==> config.mk <==
export PLATFORM = sky130hd
export DESIGN_NAME = sync_length_prefix_framer
export DESIGN_NICKNAME = d
export VERILOG_FILES = /design/src/rtl/slpf_pkg.sv /design/src/rtl/sync_length_prefix_framer.sv /design/src/rtl/slpf_hdr.sv /design/src/rtl/slpf_ser.sv
export VERILOG_INCLUDE_DIRS = /design/src /design/src/rtl
export SDC_FILE = /design/constraint.sdc
export NUM_CORES = 1
export LEC_CHECK = 0
export BUFFER_PORTS_ARGS = -buffer_cell sky130_fd_sc_hd__buf_2
export CORE_MARGIN = 8
export CORE_UTILIZATION = 25
export CTS_CLUSTER_SIZE = 14
export DETAILED_ROUTE_END_ITERATION = 8
export SYNTH_ARGS = -nofsm -noshare
export SYNTH_HDL_FRONTEND = slang
export SYNTH_SLANG_ARGS = --single-unit
==> constraint.sdc <==
create_clock -name clk -period 5.28 [get_ports clk]
set_input_delay 1.056 -clock clk [delete_from_list [all_inputs] [get_ports clk]]
set_output_delay 1.056 -clock clk [all_outputs]
set_load 0.01 [all_outputs]
==> src/rtl/assert_macros.svh <==
// assertion macros shared by the framer rtl
// expects signals named clk and rst_n in the module that uses them
`ifndef ASSERT_MACROS_SVH
`define ASSERT_MACROS_SVH

// condition implies consequence in the same cycle
`define SLPF_ASSERT_IMPL(label, cond, cons, msg) \
  label: assert property (@(posedge clk) disable iff (!rst_n) (cond) |-> (cons)) \
    else $error(msg);

// condition implies consequence in the next cycle
`define SLPF_ASSERT_NEXT(label, cond, cons, msg) \
  label: assert property (@(posedge clk) disable iff (!rst_n) (cond) |=> (cons)) \
    else $error(msg);

`endif

==> src/rtl/slpf_pkg.sv <==
// types, constants and defaults for the sync and length prefix framer
// no dependencies
`timescale 1ns / 1ps

package slpf_pkg;

  // parameter defaults
  localparam int FRAME_PAYLOAD_DEF = 32;
  localparam int MAX_MESSAGE_DEF   = 4096;

  // fixed field widths
  localparam int DATA_W  = 8;
  localparam int LEN_W   = 13;
  localparam int FLEN_W  = 7;   // frame length never above 99
  localparam int DIGIT_W = 4;
  localparam int STEP_W  = 3;   // up to seven characters per transaction

  // header characters
  localparam logic [DATA_W-1:0] SYNC_CHAR  = 8'h32;
  localparam int                SYNC_COUNT = 4;
  localparam logic [DATA_W-1:0] DIGIT_ZERO = 8'h30;
  localparam int                DIGIT_BASE = 10;

  // input transaction
  typedef struct packed {
    logic [DATA_W-1:0] data_byte;
    logic [LEN_W-1:0]  message_length;
  } in_item_t;

  // output transaction
  typedef struct packed {
    logic [DATA_W-1:0] out_char;
    logic              run_last;
  } out_item_t;

  // one decoded byte handed to the serializer
  typedef struct packed {
    logic [DATA_W-1:0]  data_byte;
    logic               hdr;
    logic               two_digit;
    logic [DIGIT_W-1:0] tens;
    logic [DIGIT_W-1:0] ones;
  } frame_job_t;

endpackage

==> src/rtl/sync_length_prefix_framer.sv <==
// Sync and length prefix framer. Takes one message byte per input
// transaction, tagged with the message's total length, and cuts the message
// into frames of up to FRAME_PAYLOAD bytes. The first byte of each frame
// goes out after four '2' sync characters and the frame length in ASCII
// decimal; other bytes pass through as one character. The serializer emits
// one character per cycle unless out_stall holds it; a pass-through byte is
// one character and a frame-start byte 6 or 7 (one or two length digits); a
// full frame of 32 bytes costs 38 characters. Input is registered and decoded
// in one pass, so the next byte is accepted while the current characters are
// still going out. No clearing pass after reset: the block can take input at once.
// depends on slpf_pkg, slpf_hdr and slpf_ser
`timescale 1ns / 1ps

module sync_length_prefix_framer #(
  parameter int FRAME_PAYLOAD = slpf_pkg::FRAME_PAYLOAD_DEF,
  parameter int MAX_MESSAGE   = slpf_pkg::MAX_MESSAGE_DEF
) (
  input  logic                clk,
  input  logic                rst_n,
  input  logic                in_valid,
  output logic                in_stall,
  input  slpf_pkg::in_item_t  in_data,
  output logic                out_valid,
  input  logic                out_stall,
  output slpf_pkg::out_item_t out_data
);

  logic                 job_valid;
  logic                 job_take;
  slpf_pkg::frame_job_t job;

  // decode stage
  slpf_hdr #(
    .FRAME_PAYLOAD (FRAME_PAYLOAD),
    .MAX_MESSAGE   (MAX_MESSAGE)
  ) u_hdr (
    .clk       (clk),
    .rst_n     (rst_n),
    .in_valid  (in_valid),
    .in_stall  (in_stall),
    .in_data   (in_data),
    .job_valid (job_valid),
    .job_take  (job_take),
    .job       (job)
  );

  // output stage
  slpf_ser u_ser (
    .clk       (clk),
    .rst_n     (rst_n),
    .job_valid (job_valid),
    .job_take  (job_take),
    .job       (job),
    .out_valid (out_valid),
    .out_stall (out_stall),
    .out_data  (out_data)
  );

endmodule

==> src/rtl/slpf_hdr.sv <==
// input register, message position tracking and frame header decode
// depends on slpf_pkg and assert_macros.svh
`timescale 1ns / 1ps
`include "assert_macros.svh"

module slpf_hdr #(
  parameter int FRAME_PAYLOAD = slpf_pkg::FRAME_PAYLOAD_DEF,
  parameter int MAX_MESSAGE   = slpf_pkg::MAX_MESSAGE_DEF
) (
  input  logic                 clk,
  input  logic                 rst_n,
  input  logic                 in_valid,
  output logic                 in_stall,
  input  slpf_pkg::in_item_t   in_data,
  output logic                 job_valid,
  input  logic                 job_take,
  output slpf_pkg::frame_job_t job
);

  localparam int PW  = (MAX_MESSAGE > 1) ? $clog2(MAX_MESSAGE) : 1;
  localparam int LW  = ($clog2(MAX_MESSAGE + 1) > slpf_pkg::LEN_W) ?
                       $clog2(MAX_MESSAGE + 1) : slpf_pkg::LEN_W;
  localparam int FCW = (FRAME_PAYLOAD > 1) ? $clog2(FRAME_PAYLOAD) : 1;

  logic               in_valid_r;
  slpf_pkg::in_item_t in_data_r;
  logic [PW-1:0]      pos_r;
  logic [PW-1:0]      pos_nxt;
  logic [FCW-1:0]     fpos_r;
  logic [FCW-1:0]     fpos_nxt;

  logic [LW-1:0]      len_raw;
  logic [LW-1:0]      len_c;
  logic [PW-1:0]      pos_eff;
  logic [FCW-1:0]     fpos_eff;
  logic [LW-1:0]      pos_inc;
  logic [FCW:0]       fpos_inc;
  logic [LW-1:0]      rem_c;
  logic [LW-1:0]      flen_w;
  logic [slpf_pkg::FLEN_W-1:0]  flen_c;
  logic [slpf_pkg::FLEN_W-1:0]  ones_w;
  logic [slpf_pkg::DIGIT_W-1:0] tens_c;

  // input register, freed when the serializer takes the transaction
  assign in_stall  = in_valid_r && !job_take;
  assign job_valid = in_valid_r;

  always_ff @(posedge clk) begin
    if (!rst_n) begin
      in_valid_r <= 1'b0;
    end else if (!in_stall) begin
      in_valid_r <= in_valid;
    end
  end

  always_ff @(posedge clk) begin
    if (!in_stall && in_valid) begin
      in_data_r <= in_data;
    end
  end

  // clamp length and restart when position runs past it
  always_comb begin
    len_raw = LW'(in_data_r.message_length);
    if (len_raw == '0) begin
      len_c = LW'(1);
    end else if (len_raw > LW'(MAX_MESSAGE)) begin
      len_c = LW'(MAX_MESSAGE);
    end else begin
      len_c = len_raw;
    end
    if (LW'(pos_r) >= len_c) begin
      pos_eff  = '0;
      fpos_eff = '0;
    end else begin
      pos_eff  = pos_r;
      fpos_eff = fpos_r;
    end
  end

  // frame length and its decimal digits
  always_comb begin
    rem_c  = len_c - LW'(pos_eff);
    flen_w = (rem_c < LW'(FRAME_PAYLOAD)) ? rem_c : LW'(FRAME_PAYLOAD);
    flen_c = flen_w[slpf_pkg::FLEN_W-1:0];
    tens_c = '0;
    for (int i = 1; i <= 9; i++) begin
      if (flen_c >= slpf_pkg::FLEN_W'(i * slpf_pkg::DIGIT_BASE)) begin
        tens_c = slpf_pkg::DIGIT_W'(i);
      end
    end
    ones_w = flen_c - slpf_pkg::FLEN_W'(slpf_pkg::FLEN_W'(tens_c) *
                                         slpf_pkg::FLEN_W'(slpf_pkg::DIGIT_BASE));
  end

  assign job.data_byte = in_data_r.data_byte;
  assign job.hdr       = (fpos_eff == '0);
  assign job.two_digit = (tens_c != '0);
  assign job.tens      = tens_c;
  assign job.ones      = ones_w[slpf_pkg::DIGIT_W-1:0];

  // next message and frame position
  always_comb begin
    pos_inc  = LW'(pos_eff) + LW'(1);
    fpos_inc = {1'b0, fpos_eff} + {{FCW{1'b0}}, 1'b1};
    if (pos_inc >= len_c) begin
      pos_nxt  = '0;
      fpos_nxt = '0;
    end else begin
      pos_nxt  = pos_inc[PW-1:0];
      fpos_nxt = (fpos_inc == (FCW+1)'(FRAME_PAYLOAD)) ? '0 : fpos_inc[FCW-1:0];
    end
  end

  always_ff @(posedge clk) begin
    if (!rst_n) begin
      pos_r  <= '0;
      fpos_r <= '0;
    end else if (job_take) begin
      pos_r  <= pos_nxt;
      fpos_r <= fpos_nxt;
    end
  end

  // checks
  `SLPF_ASSERT_IMPL(a_frame_aligned, pos_r == '0, fpos_r == '0,
                    "frame position off at message start")
  `SLPF_ASSERT_NEXT(a_stall_holds, in_valid_r && in_stall,
                    in_valid_r && $stable(pos_r) && $stable(fpos_r),
                    "position moved while transaction held")

endmodule

==> src/rtl/slpf_ser.sv <==
// character serializer: sync characters and length digits before a frame's first byte, then payload byte
// depends on slpf_pkg and assert_macros.svh
`timescale 1ns / 1ps
`include "assert_macros.svh"

module slpf_ser (
  input  logic                 clk,
  input  logic                 rst_n,
  input  logic                 job_valid,
  output logic                 job_take,
  input  slpf_pkg::frame_job_t job,
  output logic                 out_valid,
  input  logic                 out_stall,
  output slpf_pkg::out_item_t  out_data
);

  logic                         job_valid_r;
  slpf_pkg::frame_job_t         job_r;
  logic [slpf_pkg::STEP_W-1:0]  step_r;
  logic [slpf_pkg::STEP_W-1:0]  last_step_c;
  logic                         last_c;
  logic                         out_fire;
  logic                         load_ok;
  logic [slpf_pkg::DATA_W-1:0]  char_c;

  // step index of the last character of the held transaction
  always_comb begin
    if (!job_r.hdr) begin
      last_step_c = '0;
    end else if (job_r.two_digit) begin
      last_step_c = slpf_pkg::STEP_W'(slpf_pkg::SYNC_COUNT + 2);
    end else begin
      last_step_c = slpf_pkg::STEP_W'(slpf_pkg::SYNC_COUNT + 1);
    end
  end

  assign last_c   = (step_r == last_step_c);
  assign out_fire = job_valid_r && !out_stall;
  assign load_ok  = !job_valid_r || (out_fire && last_c);
  assign job_take = job_valid && load_ok;

  // character select
  always_comb begin
    priority if (!job_r.hdr) begin
      char_c = job_r.data_byte;
    end else if (step_r < slpf_pkg::STEP_W'(slpf_pkg::SYNC_COUNT)) begin
      char_c = slpf_pkg::SYNC_CHAR;
    end else if (step_r == slpf_pkg::STEP_W'(slpf_pkg::SYNC_COUNT)) begin
      char_c = slpf_pkg::DIGIT_ZERO + slpf_pkg::DATA_W'(job_r.two_digit ? job_r.tens
                                                                          : job_r.ones);
    end else if (job_r.two_digit &&
                 step_r == slpf_pkg::STEP_W'(slpf_pkg::SYNC_COUNT + 1)) begin
      char_c = slpf_pkg::DIGIT_ZERO + slpf_pkg::DATA_W'(job_r.ones);
    end else begin
      char_c = job_r.data_byte;
    end
  end

  assign out_valid         = job_valid_r;
  assign out_data.out_char = char_c;
  assign out_data.run_last = last_c;

  // step counter and held transaction
  always_ff @(posedge clk) begin
    if (!rst_n) begin
      job_valid_r <= 1'b0;
      step_r      <= '0;
    end else if (load_ok) begin
      job_valid_r <= job_valid;
      step_r      <= '0;
    end else if (out_fire) begin
      step_r <= step_r + slpf_pkg::STEP_W'(1);
    end
  end

  always_ff @(posedge clk) begin
    if (job_take) begin
      job_r <= job;
    end
  end

  // checks
  `SLPF_ASSERT_NEXT(a_step_advance, out_fire && !last_c,
                    job_valid_r && step_r == $past(step_r) + 3'd1,
                    "step did not advance after a character")
  `SLPF_ASSERT_IMPL(a_step_range, job_valid_r, step_r <= last_step_c,
                    "step beyond last character")

endmodule
Word-level counts from Yosys, hierarchy flattened
Cells that the tools add are included.
{ "totals": {"regBits": 61, "in_bits": 25, "output_inout_bits": 11, "elab_cells": 78} }
{ "classes": {"addsub": 7, "n_mul": 1, "magnitude_cmp": 14, "eq_ne": 4, "mux": 24, "bitwise": 1, "reduce_logical": 15} }
{ "op_table": {"columns": ["cell", "n"], "rows": [
  ["8-bit 2-to-1 mux", 4],
  ["13-bit 2-to-1 mux", 2],
  ["12-bit 2-to-1 mux", 2],
  ["7-bit by 6-bit greater-or-equal comparator with 1-bit output, second input constant", 3],
  ["7-bit greater-or-equal comparator, second input constant", 3],
  ["3-bit 2-to-1 mux", 5],
  ["5-bit 2-to-1 mux", 3],
  ["7-bit by 5-bit greater-or-equal comparator with 1-bit output, second input constant", 2],
  ["12-bit by 1-bit adder with 13-bit output, second input constant", 1],
  ["12-bit by 13-bit greater-or-equal comparator with 1-bit output", 1],
  ["13-bit greater-or-equal comparator", 1],
  ["13-bit greater-than comparator, second input constant", 1],
  ["13-bit logical NOT", 1],
  ["13-bit by 6-bit less-than comparator with 1-bit output, second input constant", 1],
  ["13-bit by 12-bit subtractor with 13-bit output", 1],
  ["4-bit 2-to-1 mux", 3],
  ["6-bit by 8-bit adder with 8-bit output, first input constant", 1],
  ["6-bit by 4-bit adder with 7-bit output, first input constant", 1],
  ["7-bit by 4-bit greater-or-equal comparator with 1-bit output, second input constant", 1],
  ["7-bit 2-to-1 mux", 1],
  ["5-bit by 1-bit adder with 6-bit output, second input constant", 1],
  ["3-bit == test, second input constant", 2],
  ["6-bit == test, second input constant", 1],
  ["1-bit logical AND", 6],
  ["13 further kinds", 18]
]} }

Longest topological paths before layout
{ "logic_depth": {"depth_word": 20, "mapped_depth": 26, "ltp_nobuf": 24} }

By module
A second synthesis with hierarchy kept.
{ "hier_totals": {"hier_cells": 464, "hier_area_um2": 4312.9} }
{ "by_module_without_submodules": {"columns": ["module", "instances", "cells_each", "area_each_um2", "seq_area_each_um2"], "rows": [
  ["slpf_hdr", 1, 386, 3324.4, 991.0],
  ["slpf_ser", 1, 78, 988.4, 620.6]
]} }

Worst setup path before layout
No wires, ideal clock.
{ "synth_path": {"path_kind": "register to register", "from": "register u_hdr.in_data_r (netlist bit u_hdr.len_raw[12])", "to": "register u_hdr.pos_r[6]", "setup_ps": 57, "arrival_ps": 5223, "required_ps": 5223, "path_slack_ps": 0, "stages_incl_launch_ff": 27, "path_buffers": 3, "period_less_slack_ps": 5280, "cell_sequence": "edfxtp_1 -> inv_1 -> buf_1 -> nand2_1 -> ha_1 -> a21o_1 -> a31oi_1 -> o21ai_0 -> a21oi_1 -> clkbuf_1 -> nand2_1 -> inv_1 -> ha_1 -> and3_1 -> and3_1 -> and3_1 -> xnor2_1 -> nor2_1 -> ha_1 -> a2111oi_0 -> o21ai_0 -> a21oi_1 -> o21ai_1 -> or4_4 -> buf_4 -> o21ai_0 -> a21o_1"} }
{ "synth_between": {"elab_chain_len": 8, "elab_cells_between_ends": 9, "classes_between": "1 x add/sub; 3 x order compare; 4 x mux; 1 x reduce/logical"} }
{ "synth_lines": {"columns": ["item", "line", "rtl"], "rows": [
  ["start: declaration", "slpf_hdr.sv:26", "slpf_pkg::in_item_t in_data_r;"],
  ["start signal: assignment", "slpf_hdr.sv:58", "in_data_r <= in_data;"],
  ["13-bit greater-than comparator", "slpf_hdr.sv:67", "end else if (len_raw > LW'(MAX_MESSAGE)) begin"],
  ["13-bit 2-to-1 mux", "slpf_hdr.sv:67", null],
  ["13-bit 2-to-1 mux *", "slpf_hdr.sv:65", "if (len_raw == '0) begin"],
  ["12-bit by 13-bit greater-or-equal comparator with 1-bit output", "slpf_hdr.sv:72", "if (LW'(pos_r) >= len_c) begin"],
  ["12-bit 2-to-1 mux", "slpf_hdr.sv:72", null],
  ["12-bit by 1-bit adder with 13-bit output", "slpf_hdr.sv:104", "pos_inc = LW'(pos_eff) + LW'(1);"],
  ["13-bit greater-or-equal comparator", "slpf_hdr.sv:106", "if (pos_inc >= len_c) begin"],
  ["12-bit 2-to-1 mux *", "slpf_hdr.sv:106", null],
  ["end signal: assignment", "slpf_hdr.sv:120", "pos_r <= pos_nxt;"],
  ["end: declaration", "slpf_hdr.sv:27", "logic [PW-1:0] pos_r;"]
]} }
Every way passes the cells marked *; elsewhere a longest branch is shown, timed or not.
A chain may end at the register's enable or synchronous reset.

Worst setup path in the final report
{ "layout_path": {"from": "register u_hdr.in_data_r (netlist bit u_hdr.len_raw[2])", "to": "register u_hdr.pos_r[9]"} }
The elaborated chain is that of the path after synthesis.

==> reports/results.txt <==
Gr busiest metal = met2
CTS root buffer = clkbuf_16
Final count of hold timing violations = 0
CP Capture Type = register
Mapped Cells = 431
Fill cells = 1733
Post-DRT Antenna Nets = 0
First-pass GRT wire length = 15.52 mm
Initial DRC count = 269
Crit path max-delay family = simple AND/OR/NAND/NOR gates
Total die area = 20890 µm²
Total CTS buffers = 9
CTS tree = done
Non-filler cells in the finished layout = 716
Worst Setup Start Kind = register
Worst Path Buf+Inv = 1
Hold Path Class = register to register
Placed insts = 693
Async set or reset register ratio after synthesis = 0
Post-route DRC = 0
Cell Area, Synth = 4131 µm²
Max-cap violations = 0
Outcome = complete, no violations
Internal power = 0.9355 mW
Dominant cells by area after synthesis = edfxtp_1 28%, ha_1 13%, dfxtp_1 11%
Slew @ Worst Pin = 1.028 ns
Net Sw Power = 0.3490 mW
CP max FO = 5
Critical path type = register to register
Row cnt = 47
Ys Warns = 0
Final #Nets = 562
Area Overhead vs Synth = 24.20%
Fin crit period = 5.084 ns
Vias post-DR = 3406
Clock buffer depth = 2
CP cell instances = nor4_1 -> a31oi_1 -> nor2_1 -> ha_1 -> nand2b_1 -> a31oi_1 -> o21ai_1 -> a21oi_1 -> nand2_1 -> inv_1 -> ha_1 -> and3_1 -> and3_4 -> and3_1 -> xnor2_1 -> nor2_1 -> ha_1 -> a2111oi_2 -> o21ai_1 -> a21oi_2 -> o21ai_2 -> or4_4 -> o21ai_1 -> a21o_1
Sw frac = 0.2717
Register area share after synthesis = 0.3901
Power share of the clock group = 0.424
LEAKAGE = 2.208 nW
Chip width = 144.6 µm
FMAX = 0.1967 GHz
Largest net degree at the start of global routing = 24
EDFF count, synth = 39
Post-synth top area cell = edfxtp_1
Routed WL = 9.913 mm
Crit-path max cell delay = 0.61 ns
Synth top cells by count = 50 x nand2_1, 44 x ha_1, 39 x edfxtp_1
Final setup viols = 0
Pre-CTS setup slack = 0.03347 ns
Sequential Power Share = 0.419
CTS sink count = 61
Slew headroom = 0.3118
GRT Total Usage = 0.09342
Ant diodes = 0
First-pass DRT Iterations = 4
Clk_lat worst skew = 0.33 ns
CP arrival = 5.36 ns
Util after Layout = 0.3139
Gr ovfl total = 0
Worst setup margin = 0.1961 ns
Most numerous cell in the Yosys netlist = nand2_1
Critical path required time = 5.55 ns
Gpl congestion = 0.8754
Vias per Instance = 4.757
Die Y = 144.6 µm
Vias in the first global route = 3302
H-tree depth = 3
Grt met2 use = 0.1635
Max-slew violations = 0
Routed WL per cell = 13.84 µm
Port Buffers = 35
Power density cells = 250.3 nW/µm²
Clock transition at the registers of the reported paths = 0.06 ns
CP max stage cell = or4_4
Combinational share of power = 0.157
Setup TNS after final layout = 0 ns
Avg Cell Area, Syn = 9.586 µm²
Initial Utilization = 0.2527
Fin Hold WS = 0.4192 ns
Final cycle utilization of the critical path = 0.9629
Met3 Use GR = 0.02311
Area share of the largest cell type after synthesis = 0.2835
Share of layout cells above drive strength 1 = 0.2480
Core ar. = 16350 µm²
M1 GR Usage = 0.1062
Io pins = 36
Clock Skew = 0.007167 ns
#FFs+latches synth = 61
Initial antenna violation count = 0
Max IR drop VDD = 0.2290 mV
Hpwl dp = 7.213 mm
Post-synth top flop = edfxtp_1
Netlist cell types = 63
[stage by stage]
| stage | instance area (µm²) | power [mW] |
|---|---|---|
| 3_5_place_dp | 4662 | 0.7253 |
| 5_1_grt | 5131 | 1.343 |
| 2_1_floorplan | 4135 | 0.6705 |
| 3_3_place_gp | 4662 | 0.7185 |
| 4_1_cts | 4940 | 1.276 |
| 6_report | 5131 | 1.285 |
[power by group through the flow]
stage | clock (mW) | sequential (mW) | combinational [mW]
after floorplan | 0 | 0.544 | 0.126
after global placement | 0 | 0.547 | 0.172
after detailed placement | 0 | 0.548 | 0.177
after CTS | 0.560 | 0.538 | 0.178
after global routing | 0.578 | 0.540 | 0.224
final | 0.544 | 0.538 | 0.202
[per-layer routing]
layer  share of wire  vias up
met5               0        -
met4           0.017        0
met3           0.040       13
met2            0.51       88
met1            0.43     1612
li1                -     1693
[flip-flops by register name, summed over array words and instances, names as in the netlist]
register,cells
u_ser.job_r,18
u_hdr.len_raw,13
u_hdr.pos_r,12
u_hdr.job,8
u_hdr.fpos_r,5
u_ser.step_r,3
u_hdr.job_valid,1
u_ser.out_valid,1
[worst paths after layout]
| kind | startpoint | to | slack [ns] | cells after the start |
|---|---|---|---|---|
| max | u_hdr.len_raw[2]$_DFFE_PP_ | u_hdr.pos_r[9]$_SDFFE_PN0P_ | 0.20 | 24 |
| min | u_hdr.job[13]$_DFFE_PP_ | u_ser.job_r[13]$_DFFE_PP_ | 0.42 | 0 |
| max reg2reg | u_hdr.len_raw[2]$_DFFE_PP_ | u_hdr.pos_r[9]$_SDFFE_PN0P_ | 0.20 | 24 |
| min reg2reg | u_hdr.job[13]$_DFFE_PP_ | u_ser.job_r[13]$_DFFE_PP_ | 0.42 | 0 |
[what timing repair did]
action	in CTS	in global routing
gates resized for setup	1	37
endpoints found under the setup margin	1	12
hold buffers	0	0
pin swaps	0	12
cloned	0	2
buffers inserted	0	5
[kinds of logic after synthesis]
logic type      Yosys count  synth area share
compound gates          105            0.1711
xor+xnor                 17           0.03604
fa+ha+maj                48            0.1478
buf+inv                  42           0.04421
flops                    61            0.3901
mux                       5           0.01332
other cells               1         0.0009077
simple gates            152            0.1965
[cell type report]
cell class / instances / area [µm²] / share of cell area
multi-input cells: 331 / 2499 / 0.4870
inverters: 31 / 116.4 / 0.02268
repair buffers: 57 / 352.8 / 0.06876
clock inverters: 7 / 51.30 / 0.009998
flip-flops and latches: 61 / 1612 / 0.3141
clock buffers: 9 / 225.2 / 0.04389
well taps: 220 / 275.3 / 0.05365
[cell usage in the layout (no fill, tap or decap), types with 3 or more instances in the layout]
master	netlist	routed
nand2_1	50	49
edfxtp_1	39	39
ha_1	44	38
nor2_1	36	35
buf_2	2	35
inv_1	30	29
a21oi_1	24	23
dfxtp_1	22	22
buf_4	2	21
a21o_1	17	17
xnor2_1	14	14
o21ai_0	22	13
o21ai_1	4	11
clkbuf_16	0	9
nand3_1	8	8
nor3b_2	8	8
and3_1	9	7
o21a_1	6	6
nor2b_1	7	6
o221ai_1	6	6
nor3_1	8	6
nand4_1	4	4
o31a_1	4	4
nand2b_1	4	4
nor3_2	2	3
nor4_2	1	3
xor2_1	3	3
mux2_2	3	3
or4_4	1	3
ha_2	0	3
ha_4	0	3
clkinv_2	0	3
Note: power is estimated with default switching activity, not from simulation.
